$ cat src/hw/rtl/bvm_pkg.sv
package bvm_pkg;

	localparam int ADC_MV_W  = 13;
	localparam int ADC_CNT_W = 12;
	localparam int MV_W      = 13;
	localparam int SCALE_W   = 10;
	localparam int CELL_W    = 16;
	localparam int PCT_W     = 7;
	localparam int RUN_W     = 8;
	localparam int CFG_IDX_W = 3;
	localparam int CFG_W     = 13;

	localparam int BURST_LEN_DEF = 16;

	// register indexes of the configuration port
	localparam logic [CFG_IDX_W-1:0] REG_FULL_CHARGE = 3'd0;
	localparam logic [CFG_IDX_W-1:0] REG_LOW_THR     = 3'd1;
	localparam logic [CFG_IDX_W-1:0] REG_CRIT_THR    = 3'd2;
	localparam logic [CFG_IDX_W-1:0] REG_SCALE_NUM   = 3'd3;
	localparam logic [CFG_IDX_W-1:0] REG_SCALE_DEN   = 3'd4;
	localparam logic [CFG_IDX_W-1:0] REG_ENFORCE     = 3'd5;

	localparam logic [MV_W-1:0]    FULL_CHARGE_RST = 13'd4200;
	localparam logic [MV_W-1:0]    LOW_THR_RST     = 13'd3500;
	localparam logic [MV_W-1:0]    CRIT_THR_RST    = 13'd3300;
	localparam logic [SCALE_W-1:0] SCALE_NUM_RST   = 10'd2;
	localparam logic [SCALE_W-1:0] SCALE_DEN_RST   = 10'd1;

	localparam logic [MV_W-1:0] CELL_MIN_MV = 13'd2800;
	localparam logic [MV_W-1:0] CELL_MAX_MV = 13'd4350;

	localparam logic [PCT_W-1:0] PCT_FULL = 7'd100;
	localparam logic [RUN_W-1:0] RUN_MAX  = 8'd255;
	localparam logic [RUN_W-1:0] VALID_RUN_MIN = 8'd3;
	localparam logic [RUN_W-1:0] CRIT_RUN_MIN  = 8'd2;

	localparam int NUM_SEG = 10;

	// lipo discharge curve, highest segment first
	localparam logic [MV_W-1:0] SEG_EDGE [NUM_SEG] = '{
		13'd4050, 13'd3950, 13'd3850, 13'd3780, 13'd3720,
		13'd3680, 13'd3620, 13'd3550, 13'd3450, 13'd3300
	};
	localparam logic [PCT_W-1:0] SEG_BASE [NUM_SEG] = '{
		7'd90, 7'd80, 7'd70, 7'd60, 7'd50, 7'd40, 7'd30, 7'd20, 7'd10, 7'd0
	};
	localparam logic [MV_W-1:0] SEG_SPAN [NUM_SEG] = '{
		13'd0, 13'd100, 13'd100, 13'd70, 13'd60,
		13'd40, 13'd60, 13'd70, 13'd100, 13'd150
	};

endpackage

$ cat src/hw/rtl/bvm_ifs.sv
interface bvm_adc_if;
	import bvm_pkg::*;

	logic                 valid;
	logic                 ready;
	logic [ADC_MV_W-1:0]  adc_millivolts;
	logic [ADC_CNT_W-1:0] adc_count;

	modport source (output valid, output adc_millivolts, output adc_count, input ready);
	modport sink   (input valid, input adc_millivolts, input adc_count, output ready);
endinterface

interface bvm_status_if;
	import bvm_pkg::*;

	logic                 valid;
	logic                 ready;
	logic [CELL_W-1:0]    cell_mv;
	logic [PCT_W-1:0]     charge_percent;
	logic                 available;
	logic                 low_flag;
	logic                 critical_flag;
	logic [ADC_MV_W-1:0]  avg_adc_mv;
	logic [ADC_CNT_W-1:0] avg_adc_count;

	modport source (
		output valid, output cell_mv, output charge_percent, output available,
		output low_flag, output critical_flag, output avg_adc_mv, output avg_adc_count,
		input ready
	);
	modport sink (
		input valid, input cell_mv, input charge_percent, input available,
		input low_flag, input critical_flag, input avg_adc_mv, input avg_adc_count,
		output ready
	);
endinterface

$ cat src/hw/rtl/battery_voltage_monitor.sv
// Battery voltage monitor for a single lipo cell.
// adc: one conversion per transaction (calibrated millivolts and raw count).
// status: one transaction per burst of BURST_LEN conversions, carrying the
// averaged conversions, the reconstructed cell voltage, charge percent and flags.
// cfg: write enable, register index and data; it is to be written by the user
// only while the block idles, which the block itself does not enforce. A
// conversion that does not close a burst leaves the block idle, ready for the
// next. The conversion that closes a burst starts a sequence on one shared
// restoring divider (one quotient bit per cycle, DIV_W = 23 bits) and a
// shift-add multiplier (one numerator bit per cycle): two averages, the
// scaling, a segment lookup and the percent interpolation. adc.ready is low
// during that sequence.
// The result sits in an output register; the next burst is collected while it
// waits, and only the end of that next burst waits for status.ready.
// Reset clears the sums, burst position, run counters and the output valid,
// and loads the configuration defaults.
module battery_voltage_monitor #(
	parameter int BURST_LEN = bvm_pkg::BURST_LEN_DEF
) (
	input  logic                           clk,
	input  logic                           arst_n,
	input  logic                           cfg_we,
	input  logic [bvm_pkg::CFG_IDX_W-1:0]  cfg_index,
	input  logic [bvm_pkg::CFG_W-1:0]      cfg_data,
	bvm_adc_if.sink                        adc,
	bvm_status_if.source                   status
);
	import bvm_pkg::*;

	localparam int POS_W     = (BURST_LEN > 1) ? $clog2(BURST_LEN) : 1;
	localparam int MV_SUM_W  = ADC_MV_W + $clog2(BURST_LEN);
	localparam int CNT_SUM_W = ADC_CNT_W + $clog2(BURST_LEN);
	localparam int PROD_W    = ADC_MV_W + SCALE_W;
	localparam int DIV_W     = (MV_SUM_W > PROD_W) ? MV_SUM_W : PROD_W;
	localparam int DEN_W     = MV_W;
	localparam int DCNT_W    = $clog2(DIV_W + 1);
	localparam int MCNT_W    = $clog2(SCALE_W + 1);
	localparam int TENS_W    = MV_W + 4;

	localparam logic [2:0] S_IDLE     = 3'd0;
	localparam logic [2:0] S_DIV_MV   = 3'd1;
	localparam logic [2:0] S_DIV_CNT  = 3'd2;
	localparam logic [2:0] S_MUL      = 3'd3;
	localparam logic [2:0] S_DIV_CELL = 3'd4;
	localparam logic [2:0] S_SEG      = 3'd5;
	localparam logic [2:0] S_DIV_PCT  = 3'd6;
	localparam logic [2:0] S_DONE     = 3'd7;

	// configuration
	logic [MV_W-1:0]    full_charge_q, low_thr_q, crit_thr_q;
	logic [SCALE_W-1:0] scale_num_q, scale_den_q;
	logic               enforce_q;

	logic [2:0]           state_q;
	logic [POS_W-1:0]     pos_q;
	logic [MV_SUM_W-1:0]  mv_sum_q;
	logic [CNT_SUM_W-1:0] cnt_sum_q;
	logic [RUN_W-1:0]     valid_run_q, crit_run_q;

	// divider (shared by the four divides) and multiplier
	logic [DIV_W-1:0]   div_num_q;
	logic [DEN_W-1:0]   div_rem_q, div_den_q;
	logic [DCNT_W-1:0]  div_cnt_q;
	logic [PROD_W-1:0]  prod_q;
	logic [SCALE_W-1:0] mplier_q;
	logic [MCNT_W-1:0]  mul_cnt_q;

	logic [ADC_MV_W-1:0]  avg_mv_q;
	logic [ADC_CNT_W-1:0] avg_cnt_q;
	logic [DIV_W-1:0]     cell_q;
	logic                 cell_ok_q, pct_full_q, pct_zero_q;
	logic [PCT_W-1:0]     base_q;

	logic                 res_valid_q;
	logic [CELL_W-1:0]    res_cell_q;
	logic [PCT_W-1:0]     res_pct_q;
	logic                 res_avail_q, res_low_q, res_crit_q;
	logic [ADC_MV_W-1:0]  res_avg_mv_q;
	logic [ADC_CNT_W-1:0] res_avg_cnt_q;

	logic                 in_fire;
	logic [MV_SUM_W-1:0]  mv_sum_nxt;
	logic [CNT_SUM_W-1:0] cnt_sum_nxt;
	logic                 last_in_burst;

	assign in_fire       = adc.valid && adc.ready;
	assign adc.ready     = (state_q == S_IDLE);
	assign mv_sum_nxt    = mv_sum_q + MV_SUM_W'(adc.adc_millivolts);
	assign cnt_sum_nxt   = cnt_sum_q + CNT_SUM_W'(adc.adc_count);
	assign last_in_burst = (pos_q == POS_W'(BURST_LEN - 1));

	// one restoring step
	logic [DEN_W:0]   trial, trial_sub;
	logic             div_ge;
	logic [DEN_W-1:0] rem_nxt;
	logic [DIV_W-1:0] num_nxt;

	always_comb begin
		trial     = {div_rem_q, div_num_q[DIV_W-1]};
		trial_sub = trial - {1'b0, div_den_q};
		div_ge    = (trial >= {1'b0, div_den_q});
		rem_nxt   = div_ge ? trial_sub[DEN_W-1:0] : trial[DEN_W-1:0];
		num_nxt   = {div_num_q[DIV_W-2:0], div_ge};
	end

	logic [DEN_W-1:0] den_eff;
	assign den_eff = (scale_den_q == '0) ? DEN_W'(1) : DEN_W'(scale_den_q);

	// segment lookup on the reconstructed cell voltage
	logic [MV_W-1:0]   cell_mv13, seg_edge, seg_span, seg_diff;
	logic [PCT_W-1:0]  seg_base;
	logic              seg_hit, cell_ok, at_full;
	logic [TENS_W-1:0] seg_tens;

	always_comb begin
		cell_mv13 = cell_q[MV_W-1:0];
		seg_hit   = 1'b0;
		seg_edge  = '0;
		seg_base  = '0;
		seg_span  = '0;
		for (int i = NUM_SEG - 1; i >= 0; i--) begin
			if (cell_mv13 >= SEG_EDGE[i]) begin
				seg_hit  = 1'b1;
				seg_edge = SEG_EDGE[i];
				seg_base = SEG_BASE[i];
				// top segment stretches up to the full charge register
				seg_span = (i == 0) ? (full_charge_q - SEG_EDGE[0]) : SEG_SPAN[i];
			end
		end
		cell_ok  = (cell_q >= DIV_W'(CELL_MIN_MV)) && (cell_q <= DIV_W'(CELL_MAX_MV));
		at_full  = (cell_q >= DIV_W'(full_charge_q));
		seg_diff = cell_mv13 - seg_edge;
		seg_tens = (TENS_W'(seg_diff) << 3) + (TENS_W'(seg_diff) << 1);
	end

	// run counters and flags for the finished reading
	logic [RUN_W-1:0]  valid_run_nxt, crit_run_nxt;
	logic              is_crit, res_ready_slot;
	logic [CELL_W-1:0] cell_sat;

	always_comb begin
		is_crit       = cell_ok_q && (cell_q <= DIV_W'(crit_thr_q));
		valid_run_nxt = !cell_ok_q ? '0 :
		                (valid_run_q == RUN_MAX) ? valid_run_q : valid_run_q + 1'b1;
		crit_run_nxt  = !is_crit ? '0 :
		                (crit_run_q == RUN_MAX) ? crit_run_q : crit_run_q + 1'b1;
		cell_sat      = (|cell_q[DIV_W-1:CELL_W]) ? '1 : cell_q[CELL_W-1:0];
		res_ready_slot = !res_valid_q || status.ready;
	end

	always_ff @(posedge clk or negedge arst_n) begin
		if (!arst_n) begin
			full_charge_q <= FULL_CHARGE_RST;
			low_thr_q     <= LOW_THR_RST;
			crit_thr_q    <= CRIT_THR_RST;
			scale_num_q   <= SCALE_NUM_RST;
			scale_den_q   <= SCALE_DEN_RST;
			enforce_q     <= 1'b1;
		end else if (cfg_we) begin
			case (cfg_index)
				REG_FULL_CHARGE: full_charge_q <= cfg_data[MV_W-1:0];
				REG_LOW_THR:     low_thr_q     <= cfg_data[MV_W-1:0];
				REG_CRIT_THR:    crit_thr_q    <= cfg_data[MV_W-1:0];
				REG_SCALE_NUM:   scale_num_q   <= cfg_data[SCALE_W-1:0];
				REG_SCALE_DEN:   scale_den_q   <= cfg_data[SCALE_W-1:0];
				REG_ENFORCE:     enforce_q     <= cfg_data[0];
				default: ;
			endcase
		end
	end

	always_ff @(posedge clk or negedge arst_n) begin
		if (!arst_n) begin
			state_q     <= S_IDLE;
			pos_q       <= '0;
			mv_sum_q    <= '0;
			cnt_sum_q   <= '0;
			valid_run_q <= '0;
			crit_run_q  <= '0;
			div_cnt_q   <= '0;
			mul_cnt_q   <= '0;
			res_valid_q <= 1'b0;
		end else begin
			// in S_DONE the output register is reloaded below instead
			if (res_valid_q && status.ready && (state_q != S_DONE)) begin
				res_valid_q <= 1'b0;
			end
			case (state_q)
				S_IDLE: begin
					if (in_fire) begin
						if (last_in_burst) begin
							pos_q     <= '0;
							mv_sum_q  <= '0;
							cnt_sum_q <= cnt_sum_nxt;
							div_num_q <= DIV_W'(mv_sum_nxt);
							div_den_q <= DEN_W'(BURST_LEN);
							div_rem_q <= '0;
							div_cnt_q <= DCNT_W'(DIV_W);
							state_q   <= S_DIV_MV;
						end else begin
							pos_q     <= pos_q + 1'b1;
							mv_sum_q  <= mv_sum_nxt;
							cnt_sum_q <= cnt_sum_nxt;
						end
					end
				end
				S_DIV_MV, S_DIV_CNT, S_DIV_CELL, S_DIV_PCT: begin
					if (div_cnt_q != '0) begin
						div_num_q <= num_nxt;
						div_rem_q <= rem_nxt;
						div_cnt_q <= div_cnt_q - 1'b1;
					end else begin
						case (state_q)
							S_DIV_MV: begin
								avg_mv_q  <= div_num_q[ADC_MV_W-1:0];
								div_num_q <= DIV_W'(cnt_sum_q);
								cnt_sum_q <= '0;
								div_rem_q <= '0;
								div_cnt_q <= DCNT_W'(DIV_W);
								state_q   <= S_DIV_CNT;
							end
							S_DIV_CNT: begin
								avg_cnt_q <= div_num_q[ADC_CNT_W-1:0];
								prod_q    <= '0;
								mplier_q  <= scale_num_q;
								mul_cnt_q <= MCNT_W'(SCALE_W);
								state_q   <= S_MUL;
							end
							S_DIV_CELL: begin
								cell_q  <= div_num_q;
								state_q <= S_SEG;
							end
							default: begin
								state_q <= S_DONE;
							end
						endcase
					end
				end
				S_MUL: begin
					if (mul_cnt_q != '0) begin
						prod_q    <= (prod_q << 1) +
						             (mplier_q[SCALE_W-1] ? PROD_W'(avg_mv_q) : '0);
						mplier_q  <= mplier_q << 1;
						mul_cnt_q <= mul_cnt_q - 1'b1;
					end else begin
						// rounding half of the denominator before the divide
						div_num_q <= DIV_W'(prod_q) + DIV_W'(den_eff >> 1);
						div_den_q <= den_eff;
						div_rem_q <= '0;
						div_cnt_q <= DCNT_W'(DIV_W);
						state_q   <= S_DIV_CELL;
					end
				end
				S_SEG: begin
					cell_ok_q  <= cell_ok;
					pct_full_q <= cell_ok && (at_full || (seg_hit && seg_span == '0));
					pct_zero_q <= !cell_ok || !seg_hit;
					base_q     <= seg_base;
					div_num_q  <= DIV_W'(seg_tens);
					div_den_q  <= seg_span;
					div_rem_q  <= '0;
					div_cnt_q  <= DCNT_W'(DIV_W);
					state_q    <= S_DIV_PCT;
				end
				S_DONE: begin
					if (res_ready_slot) begin
						valid_run_q   <= valid_run_nxt;
						crit_run_q    <= crit_run_nxt;
						res_valid_q   <= 1'b1;
						res_cell_q    <= cell_sat;
						res_pct_q     <= pct_full_q ? PCT_FULL :
						                 pct_zero_q ? '0 : base_q + div_num_q[PCT_W-1:0];
						res_avail_q   <= cell_ok_q;
						res_low_q     <= cell_ok_q && (cell_q <= DIV_W'(low_thr_q));
						res_crit_q    <= enforce_q && is_crit &&
						                 (valid_run_nxt >= VALID_RUN_MIN) &&
						                 (crit_run_nxt >= CRIT_RUN_MIN);
						res_avg_mv_q  <= avg_mv_q;
						res_avg_cnt_q <= avg_cnt_q;
						state_q       <= S_IDLE;
					end
				end
				default: begin
					state_q <= S_IDLE;
				end
			endcase
		end
	end

	assign status.valid          = res_valid_q;
	assign status.cell_mv        = res_cell_q;
	assign status.charge_percent = res_pct_q;
	assign status.available      = res_avail_q;
	assign status.low_flag       = res_low_q;
	assign status.critical_flag  = res_crit_q;
	assign status.avg_adc_mv     = res_avg_mv_q;
	assign status.avg_adc_count  = res_avg_cnt_q;

endmodule

$ cat src/flat_wrapper.sv
// flat-port wrapper written by rule: the top's interface ports become plain ports
module battery_voltage_monitor_flat import bvm_pkg::*;
#(
	parameter int BURST_LEN = bvm_pkg::BURST_LEN_DEF
)
  (clk, arst_n, cfg_we, cfg_index, cfg_data, adc_valid, adc_adc_millivolts, adc_adc_count, adc_ready, status_valid, status_cell_mv, status_charge_percent, status_available, status_low_flag, status_critical_flag, status_avg_adc_mv, status_avg_adc_count, status_ready);
  bvm_adc_if adc_i ();
  bvm_status_if status_i ();
  input  logic clk;
  input  logic arst_n;
  input  logic cfg_we;
  input  logic [bvm_pkg::CFG_IDX_W-1:0] cfg_index;
  input  logic [bvm_pkg::CFG_W-1:0] cfg_data;
  input wire logic [$bits(adc_i.valid)-1:0] adc_valid;
  input wire logic [$bits(adc_i.adc_millivolts)-1:0] adc_adc_millivolts;
  input wire logic [$bits(adc_i.adc_count)-1:0] adc_adc_count;
  output wire logic [$bits(adc_i.ready)-1:0] adc_ready;
  output wire logic [$bits(status_i.valid)-1:0] status_valid;
  output wire logic [$bits(status_i.cell_mv)-1:0] status_cell_mv;
  output wire logic [$bits(status_i.charge_percent)-1:0] status_charge_percent;
  output wire logic [$bits(status_i.available)-1:0] status_available;
  output wire logic [$bits(status_i.low_flag)-1:0] status_low_flag;
  output wire logic [$bits(status_i.critical_flag)-1:0] status_critical_flag;
  output wire logic [$bits(status_i.avg_adc_mv)-1:0] status_avg_adc_mv;
  output wire logic [$bits(status_i.avg_adc_count)-1:0] status_avg_adc_count;
  input wire logic [$bits(status_i.ready)-1:0] status_ready;
  assign adc_i.valid = adc_valid;
  assign adc_i.adc_millivolts = adc_adc_millivolts;
  assign adc_i.adc_count = adc_adc_count;
  assign adc_ready = adc_i.ready;
  assign status_valid = status_i.valid;
  assign status_cell_mv = status_i.cell_mv;
  assign status_charge_percent = status_i.charge_percent;
  assign status_available = status_i.available;
  assign status_low_flag = status_i.low_flag;
  assign status_critical_flag = status_i.critical_flag;
  assign status_avg_adc_mv = status_i.avg_adc_mv;
  assign status_avg_adc_count = status_i.avg_adc_count;
  assign status_i.ready = status_ready;
  battery_voltage_monitor #(.BURST_LEN(BURST_LEN)) u_core (.clk(clk), .arst_n(arst_n), .cfg_we(cfg_we), .cfg_index(cfg_index), .cfg_data(cfg_data), .adc(adc_i), .status(status_i));
endmodule
$ cat config.mk
export PLATFORM = sky130hd
export DESIGN_NAME = battery_voltage_monitor_flat
export DESIGN_NICKNAME = d
export VERILOG_FILES = /design/src/hw/rtl/bvm_pkg.sv /design/src/hw/rtl/bvm_ifs.sv /design/src/hw/rtl/battery_voltage_monitor.sv /design/src/flat_wrapper.sv
export SDC_FILE = /design/constraint.sdc
export NUM_CORES = 1
export LEC_CHECK = 0
export CAP_MARGIN = 10
export CORE_MARGIN = 10
export CORE_UTILIZATION = 40
export DETAILED_ROUTE_END_ITERATION = 7
export DONT_BUFFER_PORTS = 1
export PLACE_DENSITY_LB_ADDON = 0.3
export SYNTH_ARGS = -nofsm -noshare
export SYNTH_HDL_FRONTEND = slang
export SYNTH_SLANG_ARGS = --single-unit
export TNS_END_PERCENT = 1
$ cat constraint.sdc
create_clock -name clk -period 9.91 [get_ports clk]
set_input_delay 0.4955 -clock clk [delete_from_list [all_inputs] [get_ports clk]]
set_output_delay 0.4955 -clock clk [all_outputs]
set_load 0.005 [all_outputs]
-- After elaboration in Yosys (flattened, before gate mapping)
Cells that the tools add are included.
- memories kept: 0
- input port bits: 46
- register bits after elaboration: 317
- logic and storage cells: 245
- memory bits (writable): 0
- ROM bits: 0
- output and inout bits: 53
- latch bits: 0
- bitwise logic cells: 1
- mux-type cells: 96
- equal/unequal tests: 25
- magnitude comparators: 18
- shift operators: 0
- div/mod/pow operators: 0
- multiply operators: 0
- reduce and logical (&&, ||, !) cells: 53
- $add $sub $neg: 14
- operators with widths (kind ; number):
    2-to-1 mux 23 bit ; 8
    2-to-1 mux 13 bit ; 11
    greater-or-equal comparator 13 x 12 -> 1 bit (second input constant) ; 10
    2-to-1 mux 12 bit ; 10
    2-to-1 mux 8 bit ; 13
    one-hot mux 23 bit (4 select lines) ; 1
    one-hot mux 13 bit (4 select lines) ; 1
    2-to-1 mux 16 bit ; 3
    <= comparator 23 x 13 -> 1 bit ; 2
    one-hot mux 23 bit (2 select lines) ; 1
    2-to-1 mux 10 bit ; 4
    2-to-1 mux 5 bit ; 8
    one-hot mux 13 bit (3 select lines) ; 1
    one-hot mux 16 bit (2 select lines) ; 1
    2-to-1 mux 4 bit ; 6
    adder 23 x 12 -> 23 bit ; 1
    adder 23 bit ; 1
    greater-or-equal comparator 23 x 12 -> 1 bit (second input constant) ; 1
    greater-or-equal comparator 23 x 13 -> 1 bit ; 1
    <= comparator 23 x 13 -> 1 bit (second input constant) ; 1
    one-hot mux 10 bit (2 select lines) ; 1
    one-hot mux 5 bit (4 select lines) ; 1
    AND reduction 4 bit ; 5
    AND reduction 5 bit ; 4
    49 further kinds ; 111

-- Longest topological paths before layout
Gate-level depths: netlist of the first run.
- depth in word-level cells: 15
- depth in mapped cells: 25
- gate-level depth less buffers: 24

-- Worst setup path after synthesis of the first run
Ideal clock, no wire load.
- kind: register -> register
- start point: register u_core.cell_q[2]
- end point: register u_core.div_num_q[14], data pin
- arrival time: 4.772 ns
- cell stages (with the launch flop): 21
- path buffers: 0
- clock period less this slack: 5.027 ns
- setup time: 0.255 ns
- data required time: 9.655 ns
- slack: 4.883 ns
- cells stage by stage: edfxtp_1 > or3_4 > a2111oi_2 > o21ai_0 > inv_1 > nand2_1 > nand2_1 > ha_1 > inv_1 > fa_1 > a21oi_1 > o211ai_1 > or4_1 > a31o_2 > a21oi_1 > xnor2_1 > ha_1 > or3_1 > a31o_2 > a21oi_1 > nor2_1
- cells in the longest elaborated chain, start to end: 14
- elaborated cells on any way between the ends: 23
- classes of those cells: add/sub (2); order compare (10); mux (11)
- ends and longest elaborated chain (what ; RTL line ; text):
    from (decl) ; battery_voltage_monitor.sv:70 ; logic [DIV_W-1:0] cell_q;
    from (signal assigned) ; battery_voltage_monitor.sv:230 ; cell_q <= div_num_q;
    greater-or-equal comparator 13 x 12 -> 1 bit ; battery_voltage_monitor.sv:122 ; if (cell_mv13 >= SEG_EDGE[i]) begin
    2-to-1 mux 12 bit (10 in series) ; battery_voltage_monitor.sv:122 ;
    subtractor 13 x 12 -> 13 bit (*) ; battery_voltage_monitor.sv:132 ; seg_diff = cell_mv13 - seg_edge;
    adder 16 x 14 -> 17 bit (*) ; battery_voltage_monitor.sv:133 ; seg_tens = (TENS_W'(seg_diff) << 3) + (TENS_W'(seg_diff) << 1);
    one-hot mux 23 bit (4 select lines) (*) ; battery_voltage_monitor.sv:188 ; case (state_q)
    to (signal assigned) ; battery_voltage_monitor.sv:195 ; div_num_q <= DIV_W'(mv_sum_nxt);
    to (signal assigned) ; battery_voltage_monitor.sv:209 ; div_num_q <= num_nxt;
    to (signal assigned) ; battery_voltage_monitor.sv:216 ; div_num_q <= DIV_W'(cnt_sum_q);
    to (decl) ; battery_voltage_monitor.sv:61 ; logic [DIV_W-1:0] div_num_q;
Every way passes the cells marked *; elsewhere a longest branch is shown, timed or not.
A chain may end at the register's enable or synchronous reset.

-- Worst setup path after layout of the first run
- start point: register u_core.cell_q[2]
- end point: register u_core.div_num_q[15], data pin
Same word-level chain as after synthesis.

==> run summary, run 1 <==
### Power
* **share of total power in the clock network** 0.372
* **sequential power share** 0.433
* **peak ir drop on the vdd network** 0.116 mV
* **P_leak** 8.00 nW
* **sw power** 0.00102 W
* **Power Internal** 0.00263 W
* **switching part of the total** 0.279
* **Combinational Power Share** 0.195
* **power per standard cell area** 179 nW/um^2
* **total design power** 0.00365 W

### Min path
* **classification of the worst-slack hold path** in -> reg

### CTS
* **clock tree from TritonCTS** built
* **clock latency at the later pin of the worst-skew pair** 0.56 ns
* **number of buffers on the longest clock path** 3
* **root buf cell** sky130_fd_sc_hd__clkbuf_16
* **CTS sink count** 316
* **total number of H-tree levels** 2
* **Resized cells post-CTS** 0
* **clock-pin slew on the worst setup and hold paths** 0.06 ns
* **number of buffers created by CTS** 36

### Synth
* **Top FF cell, synth** sky130_fd_sc_hd__edfxtp_1
* **post-synthesis instance area** 18500 um^2
* **register area share after synthesis** 0.481
* **Synth Warn #** 0
* **proportion of register bits with asynchronous set or reset after synthesis** 0.399
* **mean instance size in the synthesized netlist** 10.2 um^2
* **FF+latch count, synth** 316
* **number of flops mapped to enable cells by yosys** 190
* **cell count after synthesis** 1806
* **Synthesized Nets** 1992
* **count of distinct cell types in the synthesized netlist** 88

### STA
* **Setup TNS Final** 0 ns
* **worst max-slew margin expressed relative to the limit** 0.206
* **final setup margin** 4.23 ns
* **time the final worst path needs with I/O delays and setup** 5.68 ns
* **unrepaired setup endpoints after global routing** false
* **number of endpoints with negative hold slack in the final report** 0
* **Worst-Margin Slew** 1.19 ns
* **final slew viol count** 0
* **worst hold slack after final layout** 0.0503 ns
* **Setup-failing EPs final** 0
* **fmax** 0.176 GHz
* **post-route clock skew** 0.0236 ns
* **Tcrit/Tclk final** 0.573

### GRT
* **initial antenna violation count** 2
* **vias in the first global route** 13.1k
* **global-route wire length before repair** 78400 um
* **aggregate global routing overflow** 0
* **GRT Total Usage** 0.178
* **largest net degree at the start of global routing** 127

### Place
* **last weighted congestion value of the routability-driven placer** 0.891
* **count of input and output buffers** 0
* **Post-DP HPWL** 36900 um
* **pre-CTS WS** 4.26 ns
* **total cell area at the placement stage** 19100 um^2

### Setup path
* **endpoint of the worst setup timing path** u_core.div_num_q[15]$_DFFE_PP_
* **launch point of the worst reg-to-reg path** u_core.cell_q[2]$_DFFE_PP_
* **launch point of the worst path** u_core.cell_q[2]$_DFFE_PP_
* **critical path fanouts, max** 10
* **worst r2r path cells** 24
* **endpoint of the worst-slack reg-to-reg timing path** u_core.div_num_q[15]$_DFFE_PP_
* **startpoint type of the worst setup path** flip-flop
* **Reg2Reg Setup Slack** 4.23 ns
* **type of the worst setup path** reg -> reg
* **required time of the critical path** 10.20 ns
* **data arrival time at the worst-slack endpoint** 5.96 ns
* **critical path capture point type** flip-flop

### Floorplanning
* **Core Region** 45500 um^2
* **die extent in x** 235 um
* **I/O pins** 99
* **initial core utilization** 0.406
* **Die Area** 55200 um^2
* **std cell rows** 78
* **die extent in y** 235 um

### Flow run
* **max-capacitance violation count** 0

### Routing
* **DRT Wirelength** 50400 um
* **vias per cell** 5.64
* **count of TritonRoute iterations in the first routing pass** 5
* **DRC violations left** 0
* **drt first-iter violations** 1225
* **detailed-route via count** 13.7k
* **remaining antenna violation count after routing** 0
* **Avg WL per Cell** 20.8 um

### Finish
* **area growth from synthesis to layout** 10.1%
* **proportion of layout cells with a drive suffix above 1** 0.0881
* **Net count, final** 1985
* **post-route cell area** 20300 um^2

### Run status
* **outcome** finished clean

-- registers in the layout, summed over array words and instances (netlist names), 12 cells and up --
name	cells
u_core.prod_q	23
u_core.cell_q	23
u_core.crit_thr_q	13
u_core.full_charge_q	13
u_core.avg_mv_q	13
u_core.status.cell_mv	16
u_core.status.avg_adc_count	12
u_core.div_num_q	23
u_core.low_thr_q	13
u_core.status.avg_adc_mv	13
u_core.div_den_q	13
u_core.avg_cnt_q	12
u_core.div_rem_q	13
u_core.mv_sum_q	17
u_core.cnt_sum_q	16
-- layout make-up --
class	instances	area, um^2
antenna	2	5.00
clock buffer	48	987
clock inverter	18	200
fill	4290	25100
inverter	91	342
multi-input combinational	1336	9010
sequential	316	8880
tap	600	751
timing repair buffer	18	158
-- worst max-delay path, cell delays in order (launching register included) --
cell and delay, ns:
sky130_fd_sc_hd__edfxtp_1 0.62, sky130_fd_sc_hd__or3_4 0.49, sky130_fd_sc_hd__nand3_2 0.08, sky130_fd_sc_hd__nand3_2 0.10, sky130_fd_sc_hd__a31oi_4 0.34, sky130_fd_sc_hd__o21bai_1 0.19
sky130_fd_sc_hd__a21oi_1 0.14, sky130_fd_sc_hd__o21ai_0 0.09, sky130_fd_sc_hd__nand2_1 0.15, sky130_fd_sc_hd__ha_1 0.23, sky130_fd_sc_hd__nor2b_1 0.14, sky130_fd_sc_hd__o31ai_1 0.39
sky130_fd_sc_hd__a2111oi_0 0.20, sky130_fd_sc_hd__a2111o_1 0.41, sky130_fd_sc_hd__a21o_1 0.19, sky130_fd_sc_hd__a21oi_1 0.16, sky130_fd_sc_hd__xnor2_1 0.21, sky130_fd_sc_hd__inv_1 0.09
sky130_fd_sc_hd__ha_1 0.37, sky130_fd_sc_hd__and3_1 0.16, sky130_fd_sc_hd__a21oi_1 0.11, sky130_fd_sc_hd__o21ai_0 0.09, sky130_fd_sc_hd__o21ai_0 0.22, sky130_fd_sc_hd__xnor2_1 0.15
sky130_fd_sc_hd__o211ai_1 0.09
-- per-stage QoR --
step,instances,util
final,2429,0.447
after global routing,2427,0.447
after CTS,2427,0.447
after detailed placement,2359,0.420
after global placement,2359,0.420
after floorplan,1806,-
-- metal layers --
metal | vias up | share of wire | wire, um | track usage
li1 | 6566 | - | - | -
met1 | 6673 | 0.45 | 22900 | 0.241
met2 | 396 | 0.46 | 23200 | 0.285
met3 | 67 | 0.062 | 3150 | 0.0304
met4 | 0 | 0.024 | 1210 | 0.0548
met5 | - | 0 | 0 | 0
-- cell usage after synthesis, types with 9 or more instances --
master / count / area share
sky130_fd_sc_hd__nand2_1: 207 / 0.042
sky130_fd_sc_hd__edfxtp_1: 190 / 0.31
sky130_fd_sc_hd__o21ai_0: 140 / 0.038
sky130_fd_sc_hd__ha_1: 132 / 0.089
sky130_fd_sc_hd__nor2_1: 129 / 0.026
sky130_fd_sc_hd__a21oi_1: 107 / 0.029
sky130_fd_sc_hd__dfrtp_1: 106 / 0.14
sky130_fd_sc_hd__inv_1: 91 / 0.018
sky130_fd_sc_hd__xnor2_1: 68 / 0.032
sky130_fd_sc_hd__clkbuf_1: 56 / 0.011
sky130_fd_sc_hd__nand3_1: 46 / 0.012
sky130_fd_sc_hd__xor2_1: 41 / 0.019
sky130_fd_sc_hd__nor3_1: 37 / 0.010
sky130_fd_sc_hd__a21o_1: 32 / 0.013
sky130_fd_sc_hd__mux2_2: 27 / 0.016
sky130_fd_sc_hd__and2_1: 25 / 0.0085
sky130_fd_sc_hd__and3_1: 24 / 0.0081
sky130_fd_sc_hd__nor2b_1: 22 / 0.0075
sky130_fd_sc_hd__dfstp_2: 20 / 0.028
sky130_fd_sc_hd__nand4_1: 19 / 0.0064
sky130_fd_sc_hd__o21a_1: 19 / 0.0077
sky130_fd_sc_hd__o21bai_1: 19 / 0.0077
sky130_fd_sc_hd__a22o_1: 18 / 0.0085
sky130_fd_sc_hd__mux2i_1: 18 / 0.0098
sky130_fd_sc_hd__or2_2: 15 / 0.0051
sky130_fd_sc_hd__a211oi_1: 13 / 0.0053
sky130_fd_sc_hd__a31oi_1: 13 / 0.0044
sky130_fd_sc_hd__nand2b_1: 13 / 0.0044
sky130_fd_sc_hd__nor4_1: 10 / 0.0034
sky130_fd_sc_hd__o211ai_1: 9 / 0.0037
-- power groups by stage --
stage	clock network (W)	registers, W	logic [W]
global route	0.00144	0.00159	0.000794
CTS	0.00139	0.00158	0.000712
finish	0.00136	0.00158	0.000711
detailed placement	0	0.00160	0.000694
floorplan	0	0.00158	0.000542
global placement	0	0.00160	0.000677
-- cell families (layout without fill, tap and decap cells) --
logic type / count (synthesis) / after routing / synth area share
simple gates: 588 / 588 / 0.153
compound gates: 453 / 453 / 0.157
flops: 316 / 316 / 0.481
buf+inv: 154 / 175 / 0.0320
fa+ha+maj: 141 / 141 / 0.0987
xor+xnor: 109 / 109 / 0.0517
mux: 45 / 45 / 0.0262
other cells: 0 / 2 / 0
-- cell usage in the layout (no fill, tap or decap), types with 20 or more instances in the layout --
master / Yosys / routed
sky130_fd_sc_hd__nor3_1: 37 / 37
sky130_fd_sc_hd__xnor2_1: 68 / 68
sky130_fd_sc_hd__xor2_1: 41 / 41
sky130_fd_sc_hd__nor2_1: 129 / 128
sky130_fd_sc_hd__inv_1: 91 / 91
sky130_fd_sc_hd__clkbuf_16: 0 / 37
sky130_fd_sc_hd__edfxtp_1: 190 / 190
sky130_fd_sc_hd__dfstp_2: 20 / 20
sky130_fd_sc_hd__dfrtp_1: 106 / 106
sky130_fd_sc_hd__nand2_1: 207 / 207
sky130_fd_sc_hd__and3_1: 24 / 23
sky130_fd_sc_hd__and2_1: 25 / 25
sky130_fd_sc_hd__mux2_2: 27 / 27
sky130_fd_sc_hd__o21ai_0: 140 / 140
sky130_fd_sc_hd__a21o_1: 32 / 32
sky130_fd_sc_hd__nor2b_1: 22 / 22
sky130_fd_sc_hd__a21oi_1: 107 / 107
sky130_fd_sc_hd__nand3_1: 46 / 46
sky130_fd_sc_hd__ha_1: 132 / 132
-- timing repair --
action	in CTS	in global routing
buffers inserted	0	0
endpoints found under the hold margin	126	0
hold buffers	2	0
-- worst min path at each step --
stage,from,end,slack [ns],depth (start not counted)
detailed placement,arst_n,u_core.valid_run_q[6]$_DFFE_PN0P_,0.21,0
global route,cfg_data[10],u_core.low_thr_q[10]$_DFFE_PN1P_,0.04,2
finish,cfg_data[5],u_core.full_charge_q[5]$_DFFE_PN1P_,0.05,2
global placement,arst_n,u_core.valid_run_q[6]$_DFFE_PN0P_,0.21,0
floorplan,arst_n,u_core.cnt_sum_q[0]$_DFFE_PN0P_,0.20,0
CTS,cfg_data[5],u_core.full_charge_q[5]$_DFFE_PN1P_,0.03,2
Power figures use the tool's default switching activity.
==> run 2, diff against run 1 <==
Clock period 9.91 ns to 5.2 ns, I/O delays scaled along.
==> run 2 against run 1 <==
Flip-flop and latch count unchanged. Maximum frequency up 12%. Register-to-register slack worse by 4.1 ns. Clock skew about the same. Critical path type unchanged. Largest power group unchanged. Highest routed layer unchanged.
==> run summary, run 2 (synthesized netlist as in run 1, its figures left out) <==
### Run status
* **outcome** finished clean

### Floorplanning
* **Die Area** 55200 um^2
* **I/O pins** 99
* **initial core utilization** 0.406
* **die extent in x** 235 um
* **die extent in y** 235 um
* **std cell rows** 78
* **Core Region** 45500 um^2

### Setup path
* **largest stage delay on the critical path** 0.57 ns
* **startpoint type of the worst setup path** flip-flop
* **data arrival time at the worst-slack endpoint** 5.38 ns
* **critical path capture point type** flip-flop
* **Reg2Reg Setup Slack** 0.13 ns
* **number of buffer and inverter instances along the worst setup path** 2
* **critical path fanouts, max** 4
* **Top cell by count, worst path** sky130_fd_sc_hd__a21oi_1
* **type of the worst setup path** reg -> reg
* **required time of the critical path** 5.52 ns
* **worst r2r path cells** 21
* **cell type group with the largest total delay on the critical path** simple AND/OR/NAND/NOR gates
* **launch point of the worst reg-to-reg path** u_core.cell_q[3]$_DFFE_PP_
* **endpoint of the worst-slack reg-to-reg timing path** u_core.div_num_q[14]$_DFFE_PP_
* **sequence of cells on the critical path** or3_4 -> o21ai_2 -> a21oi_1 -> or2_2 -> buf_4 -> a21oi_1 -> o21ai_0 -> ha_1 -> buf_4 -> a21oi_4 -> o211ai_1 -> or4_4 -> nand2_2 -> xnor2_2 -> ha_1 -> nor2b_1 -> o21a_1 -> or4_1 -> a31o_2 -> a21oi_1 -> nor2_1
* **Slowest-stage cell, CP** sky130_fd_sc_hd__or4_4

### Routing
* **count of TritonRoute iterations in the first routing pass** 5
* **vias per cell** 5.61
* **DRT Wirelength** 51900 um
* **Avg WL per Cell** 20.8 um
* **detailed-route via count** 14.0k
* **drt first-iter violations** 1148
* **DRC violations left** 0
* **remaining antenna violation count after routing** 0

### GRT
* **GRT Total Usage** 0.180
* **vias in the first global route** 13.4k
* **global-route wire length before repair** 79200 um
* **largest net degree at the start of global routing** 127
* **initial antenna violation count** 0
* **aggregate global routing overflow** 0

### Finish
* **top library cells by usage in the layout, fill and taps aside** 206 x sky130_fd_sc_hd__nand2_1, 190 x sky130_fd_sc_hd__edfxtp_1, 134 x sky130_fd_sc_hd__o21ai_0
* **most common cell after layout, fill and taps aside** sky130_fd_sc_hd__nand2_1
* **registers with the highest flip-flop counts** u_core.cell_q x23, u_core.div_num_q x23, u_core.prod_q x23
* **proportion of layout cells with a drive suffix above 1** 0.130
* **core utilization of the finished layout** 0.466
* **antenna cells** 0
* **Net count, final** 2058
* **area growth from synthesis to layout** 14.8%

### STA
* **final setup margin** 0.133 ns
* **post-route clock skew** 0.0233 ns
* **final slew viol count** 0
* **fmax** 0.197 GHz
* **Setup-failing EPs final** 0
* **Tcrit/Tclk final** 0.974
* **worst hold slack after final layout** 0.0647 ns
* **Setup TNS Final** 0 ns
* **worst max-slew margin expressed relative to the limit** 0.181
* **number of endpoints with negative hold slack in the final report** 0
* **Worst-Margin Slew** 1.23 ns
* **time the final worst path needs with I/O delays and setup** 5.07 ns

### Min path
* **classification of the worst-slack hold path** in -> reg
* **Hold Crit Depth** 3
* **hold path endpoint** u_core.cnt_sum_q[11]$_DFFE_PN0P_
* **launch point of the worst hold path** adc_adc_count[11]

### CTS
* **clock tree from TritonCTS** built
* **clock latency at the later pin of the worst-skew pair** 0.57 ns
* **total number of H-tree levels** 2
* **number of buffers created by CTS** 37
* **number of buffers on the longest clock path** 3
* **CTS sink count** 316
* **root buf cell** sky130_fd_sc_hd__clkbuf_16
* **clock-pin slew on the worst setup and hold paths** 0.06 ns

### Power
* **peak ir drop on the vdd network** 0.235 mV
* **total design power** 0.00713 W
* **power per standard cell area** 337 nW/um^2
* **P_leak** 8.42 nW

### Flow run
* **max-capacitance violation count** 0

### Place
* **last weighted congestion value of the routability-driven placer** 0.936
* **pre-CTS WS** 0.0641 ns
* **count of input and output buffers** 0
* **Post-DP HPWL** 37500 um

run 2: changes by cell type in the layout (fill, tap and decap cells not counted), sizes merged:
cell,previous run,this run
dlygate4sd3,1,20
clkinvlp,3,1
clkbuf,48,53
inv,93,92
diode,2,0
buf,17,70
run 2: cell type report:
class,instances,area [um^2]
repair buffers,90,757
well taps,600,751
clock buffers,53,1100
flip-flops and latches,316,8880
inverters,91,342
fillers,4282,24300
clock inverters,15,181
multi-input cells,1336,9180
run 2: how the worst max path moves through the flow:
stage                     cells past startpoint                       start  slack [ns]                        endpoint
after floorplan                              20  u_core.cell_q[2]$_DFFE_PP_        0.17  u_core.div_num_q[14]$_DFFE_PP_
after global placement                       22  u_core.cell_q[2]$_DFFE_PP_         0.1  u_core.div_num_q[15]$_DFFE_PP_
after detailed placement                     21  u_core.cell_q[3]$_DFFE_PP_        0.06  u_core.div_num_q[14]$_DFFE_PP_
after CTS                                    21  u_core.cell_q[3]$_DFFE_PP_        0.04  u_core.div_num_q[14]$_DFFE_PP_
after global routing                         21  u_core.cell_q[3]$_DFFE_PP_       -0.03  u_core.div_num_q[14]$_DFFE_PP_
final                                        21  u_core.cell_q[3]$_DFFE_PP_        0.13  u_core.div_num_q[14]$_DFFE_PP_
run 2: where the power goes:
part,internal (W),switching [W]
Sequential,0.00287,0.000137
Clock,0.00167,0.00108
Combinational,0.000606,0.000762
run 2: stage by stage:
step,cells,instance area (um^2)
final,2501,21200
after global routing,2501,21200
after CTS,2489,20900
after detailed placement,2400,19400
after global placement,2400,19400
after floorplan,1806,18500
run 2: metal layers:
metal	routed length (um)	global-route usage	vias to the layer above
met5	0	0	-
met4	1390	0.0639	0
met3	2940	0.0288	77
met2	23900	0.285	422
met1	23700	0.246	6817
li1	-	-	6707
run 2: tightest hold or removal path, delay by kind of cell:
family | cells | cell delay, ns
AOI/OAI and AO/OA | 1 | 0.06
adders and majority gates | 1 | 0.14
xor gates and xnor gates | 1 | 0.12
run 2: repair_timing:
item,in CTS,in global routing
buffers inserted,0,12
setup endpoints to repair,0,6
endpoints found under the hold margin,188,0
hold buffers,21,0
resized for setup,0,45
==> run 3, diff against run 2 <==
Settings changed: REMOVE_ABC_BUFFERS from default to 1.
==> run 3 against run 2 <==
Worst hold slack got worse by 0.041 ns. Largest power group unchanged. Critical path depth up 1. Routed wire length decreased by 1.7%. Highest routed layer is now met5. Critical endpoint is now u_core.div_num_q[15]$_DFFE_PP_. Clock skew fell by 0.0046 ns. Flip-flop and latch count is the same. Largest cell class unchanged. Core utilization is 0.44 points lower.
==> run summary, run 3 (synthesized netlist as in run 1, its figures left out) <==
### Run status
* **outcome** finished clean

### Routing
* **DRT Wirelength** 51000 um
* **drt first-iter violations** 1232
* **remaining antenna violation count after routing** 0
* **detailed-route via count** 14.1k
* **count of TritonRoute iterations in the first routing pass** 6
* **Avg WL per Cell** 20.5 um
* **vias per cell** 5.66
* **DRC violations left** 0

### STA
* **Setup TNS Final** 0 ns
* **time the final worst path needs with I/O delays and setup** 5.04 ns
* **final slew viol count** 0
* **fmax** 0.198 GHz
* **post-route clock skew** 0.0187 ns
* **Setup-failing EPs final** 0
* **worst max-slew margin expressed relative to the limit** 0.226
* **Worst-Margin Slew** 1.16 ns
* **worst hold slack after final layout** 0.0235 ns
* **number of endpoints with negative hold slack in the final report** 0
* **Tcrit/Tclk final** 0.969

### Floorplanning
* **die extent in x** 235 um
* **std cell rows** 78
* **Core Region** 45500 um^2
* **initial core utilization** 0.406
* **die extent in y** 235 um
* **I/O pins** 99
* **Die Area** 55200 um^2

### Power
* **P_leak** 8.32 nW
* **peak ir drop on the vdd network** 0.263 mV
* **total design power** 0.00708 W
* **power per standard cell area** 337 nW/um^2

### Setup path
* **launch point of the worst reg-to-reg path** u_core.cell_q[6]$_DFFE_PP_
* **number of buffer and inverter instances along the worst setup path** 2
* **type of the worst setup path** reg -> reg
* **sequence of cells on the critical path** buf_4 -> nor4_2 -> nand2b_1 -> a21o_1 -> o21ai_0 -> nand2_1 -> ha_1 -> nor2b_1 -> o31ai_2 -> a2111oi_1 -> a2111o_1 -> a21o_1 -> a21oi_1 -> xnor2_1 -> inv_1 -> ha_1 -> and3_1 -> a21oi_1 -> o21ai_0 -> o21ai_1 -> xnor2_1 -> o211ai_1
* **worst r2r path cells** 22
* **critical path capture point type** flip-flop
* **critical path fanouts, max** 8
* **startpoint type of the worst setup path** flip-flop
* **endpoint of the worst-slack reg-to-reg timing path** u_core.div_num_q[15]$_DFFE_PP_
* **data arrival time at the worst-slack endpoint** 5.28 ns
* **required time of the critical path** 5.44 ns
* **largest stage delay on the critical path** 0.48 ns
* **Reg2Reg Setup Slack** 0.16 ns
* **cell type group with the largest total delay on the critical path** compound AO/OA/AOI/OAI gates
* **Slowest-stage cell, CP** sky130_fd_sc_hd__edfxtp_1

### Finish
* **top library cells by usage in the layout, fill and taps aside** 207 x sky130_fd_sc_hd__nand2_1, 190 x sky130_fd_sc_hd__edfxtp_1, 135 x sky130_fd_sc_hd__o21ai_0
* **area taken by flip-flops and latches** 8880 um^2
* **proportion of layout cells with a drive suffix above 1** 0.121
* **final instance count without filler cells** 2483
* **Net count, final** 2041
* **post-route cell area** 21000 um^2
* **registers with the highest flip-flop counts** u_core.cell_q x23, u_core.div_num_q x23, u_core.prod_q x23
* **number of filler instances in the final layout** 4252
* **most common cell after layout, fill and taps aside** sky130_fd_sc_hd__nand2_1
* **area growth from synthesis to layout** 13.7%
* **footprint of the multi-input gates** 9140 um^2

### CTS
* **clock tree from TritonCTS** built
* **clock latency at the later pin of the worst-skew pair** 0.53 ns
* **total number of H-tree levels** 2
* **CTS sink count** 316
* **clock-pin slew on the worst setup and hold paths** 0.06 ns
* **number of buffers on the longest clock path** 3
* **number of buffers created by CTS** 36
* **root buf cell** sky130_fd_sc_hd__clkbuf_16

### GRT
* **initial antenna violation count** 1
* **GRT Total Usage** 0.177
* **global-route wire length before repair** 78600 um
* **aggregate global routing overflow** 0
* **largest net degree at the start of global routing** 127
* **vias in the first global route** 13.5k

### Place
* **last weighted congestion value of the routability-driven placer** 0.942
* **Cells after DPL** 2388
* **total cell area at the placement stage** 19300 um^2
* **Post-DP HPWL** 37100 um
* **count of input and output buffers** 0

### Min path
* **hold path endpoint** u_core.cnt_sum_q[1]$_DFFE_PN0P_
* **classification of the worst-slack hold path** in -> reg
* **launch point of the worst hold path** adc_adc_count[1]
* **Hold Crit Depth** 2

### Flow run
* **max-capacitance violation count** 0

[run 3: cell types whose count changed in the layout (fill, tap and decap cells not counted), moves of 3 or more]
cell                       delta
sky130_fd_sc_hd__buf_4       -12
sky130_fd_sc_hd__buf_6        -3
sky130_fd_sc_hd__clkinv_1     -3
sky130_fd_sc_hd__ha_2         +3
[run 3: worst max path at each step]
stage                                     from  cells after the start  slack [ns]                             end
floorplan           u_core.cell_q[2]$_DFFE_PP_                     20        0.17  u_core.div_num_q[14]$_DFFE_PP_
global placement    u_core.cell_q[3]$_DFFE_PP_                     22        0.05  u_core.div_num_q[15]$_DFFE_PP_
detailed placement  u_core.cell_q[3]$_DFFE_PP_                     22       -0.02  u_core.div_num_q[14]$_DFFE_PP_
CTS                 u_core.cell_q[3]$_DFFE_PP_                     20        0.04  u_core.div_num_q[14]$_DFFE_PP_
global route        u_core.cell_q[2]$_DFFE_PP_                     22       -0.05  u_core.div_num_q[14]$_DFFE_PP_
finish              u_core.cell_q[6]$_DFFE_PP_                     22        0.16  u_core.div_num_q[15]$_DFFE_PP_
[run 3: timing repair]
action / CTS / global route
setup endpoints to repair: 2 / 6
endpoints found under the hold margin: 187 / 0
hold buffers: 20 / 0
gates resized for setup: 2 / 31
pin swaps: 1 / 10
setup buffers: 1 / 7
[run 3: final cells by class]
cell class,instances,area share
antenna,2,0.000238
clock buffer,51,0.0510
clock inverter,13,0.00876
inverter,91,0.0163
multi-input combinational,1336,0.435
sequential,316,0.423
tap,600,0.0358
timing repair buffer,74,0.0297
[run 3: worst reg2reg max path, stage by stage (launching register included)]
cell,delay [ns]
sky130_fd_sc_hd__edfxtp_1,0.48
sky130_fd_sc_hd__buf_4,0.23
sky130_fd_sc_hd__nor4_2,0.28
sky130_fd_sc_hd__nand2b_1,0.09
sky130_fd_sc_hd__a21o_1,0.24
sky130_fd_sc_hd__o21ai_0,0.22
sky130_fd_sc_hd__nand2_1,0.11
sky130_fd_sc_hd__ha_1,0.29
sky130_fd_sc_hd__nor2b_1,0.15
sky130_fd_sc_hd__o31ai_2,0.36
sky130_fd_sc_hd__a2111oi_1,0.15
sky130_fd_sc_hd__a2111o_1,0.40
sky130_fd_sc_hd__a21o_1,0.19
sky130_fd_sc_hd__a21oi_1,0.16
sky130_fd_sc_hd__xnor2_1,0.18
sky130_fd_sc_hd__inv_1,0.07
sky130_fd_sc_hd__ha_1,0.36
sky130_fd_sc_hd__and3_1,0.17
sky130_fd_sc_hd__a21oi_1,0.10
sky130_fd_sc_hd__o21ai_0,0.10
sky130_fd_sc_hd__o21ai_1,0.16
sky130_fd_sc_hd__xnor2_1,0.15
sky130_fd_sc_hd__o211ai_1,0.10
[run 3: stage by stage]
stage | worst slack, ns | utilization
final | 0.161 | 0.462
after global routing | -0.0450 | 0.462
after CTS | 0.0388 | 0.458
after detailed placement | -0.0241 | 0.425
after global placement | 0.0502 | 0.425
after floorplan | 0.169 | -
[run 3: report_power, final]
part           total (W)  switching [W]  internal, W
Sequential       0.00301       0.000139      0.00287
Combinational    0.00139       0.000783     0.000606
Clock            0.00268        0.00104      0.00164
Total            0.00708        0.00196      0.00512
[run 3: layer usage]
metal | wire length (um) | vias up | global-route usage
li1 | - | 6672 | -
met5 | 43 | - | 0.00623
met1 | 23200 | 6809 | 0.244
met2 | 22800 | 468 | 0.276
met3 | 3230 | 105 | 0.0274
met4 | 1770 | 2 | 0.0665
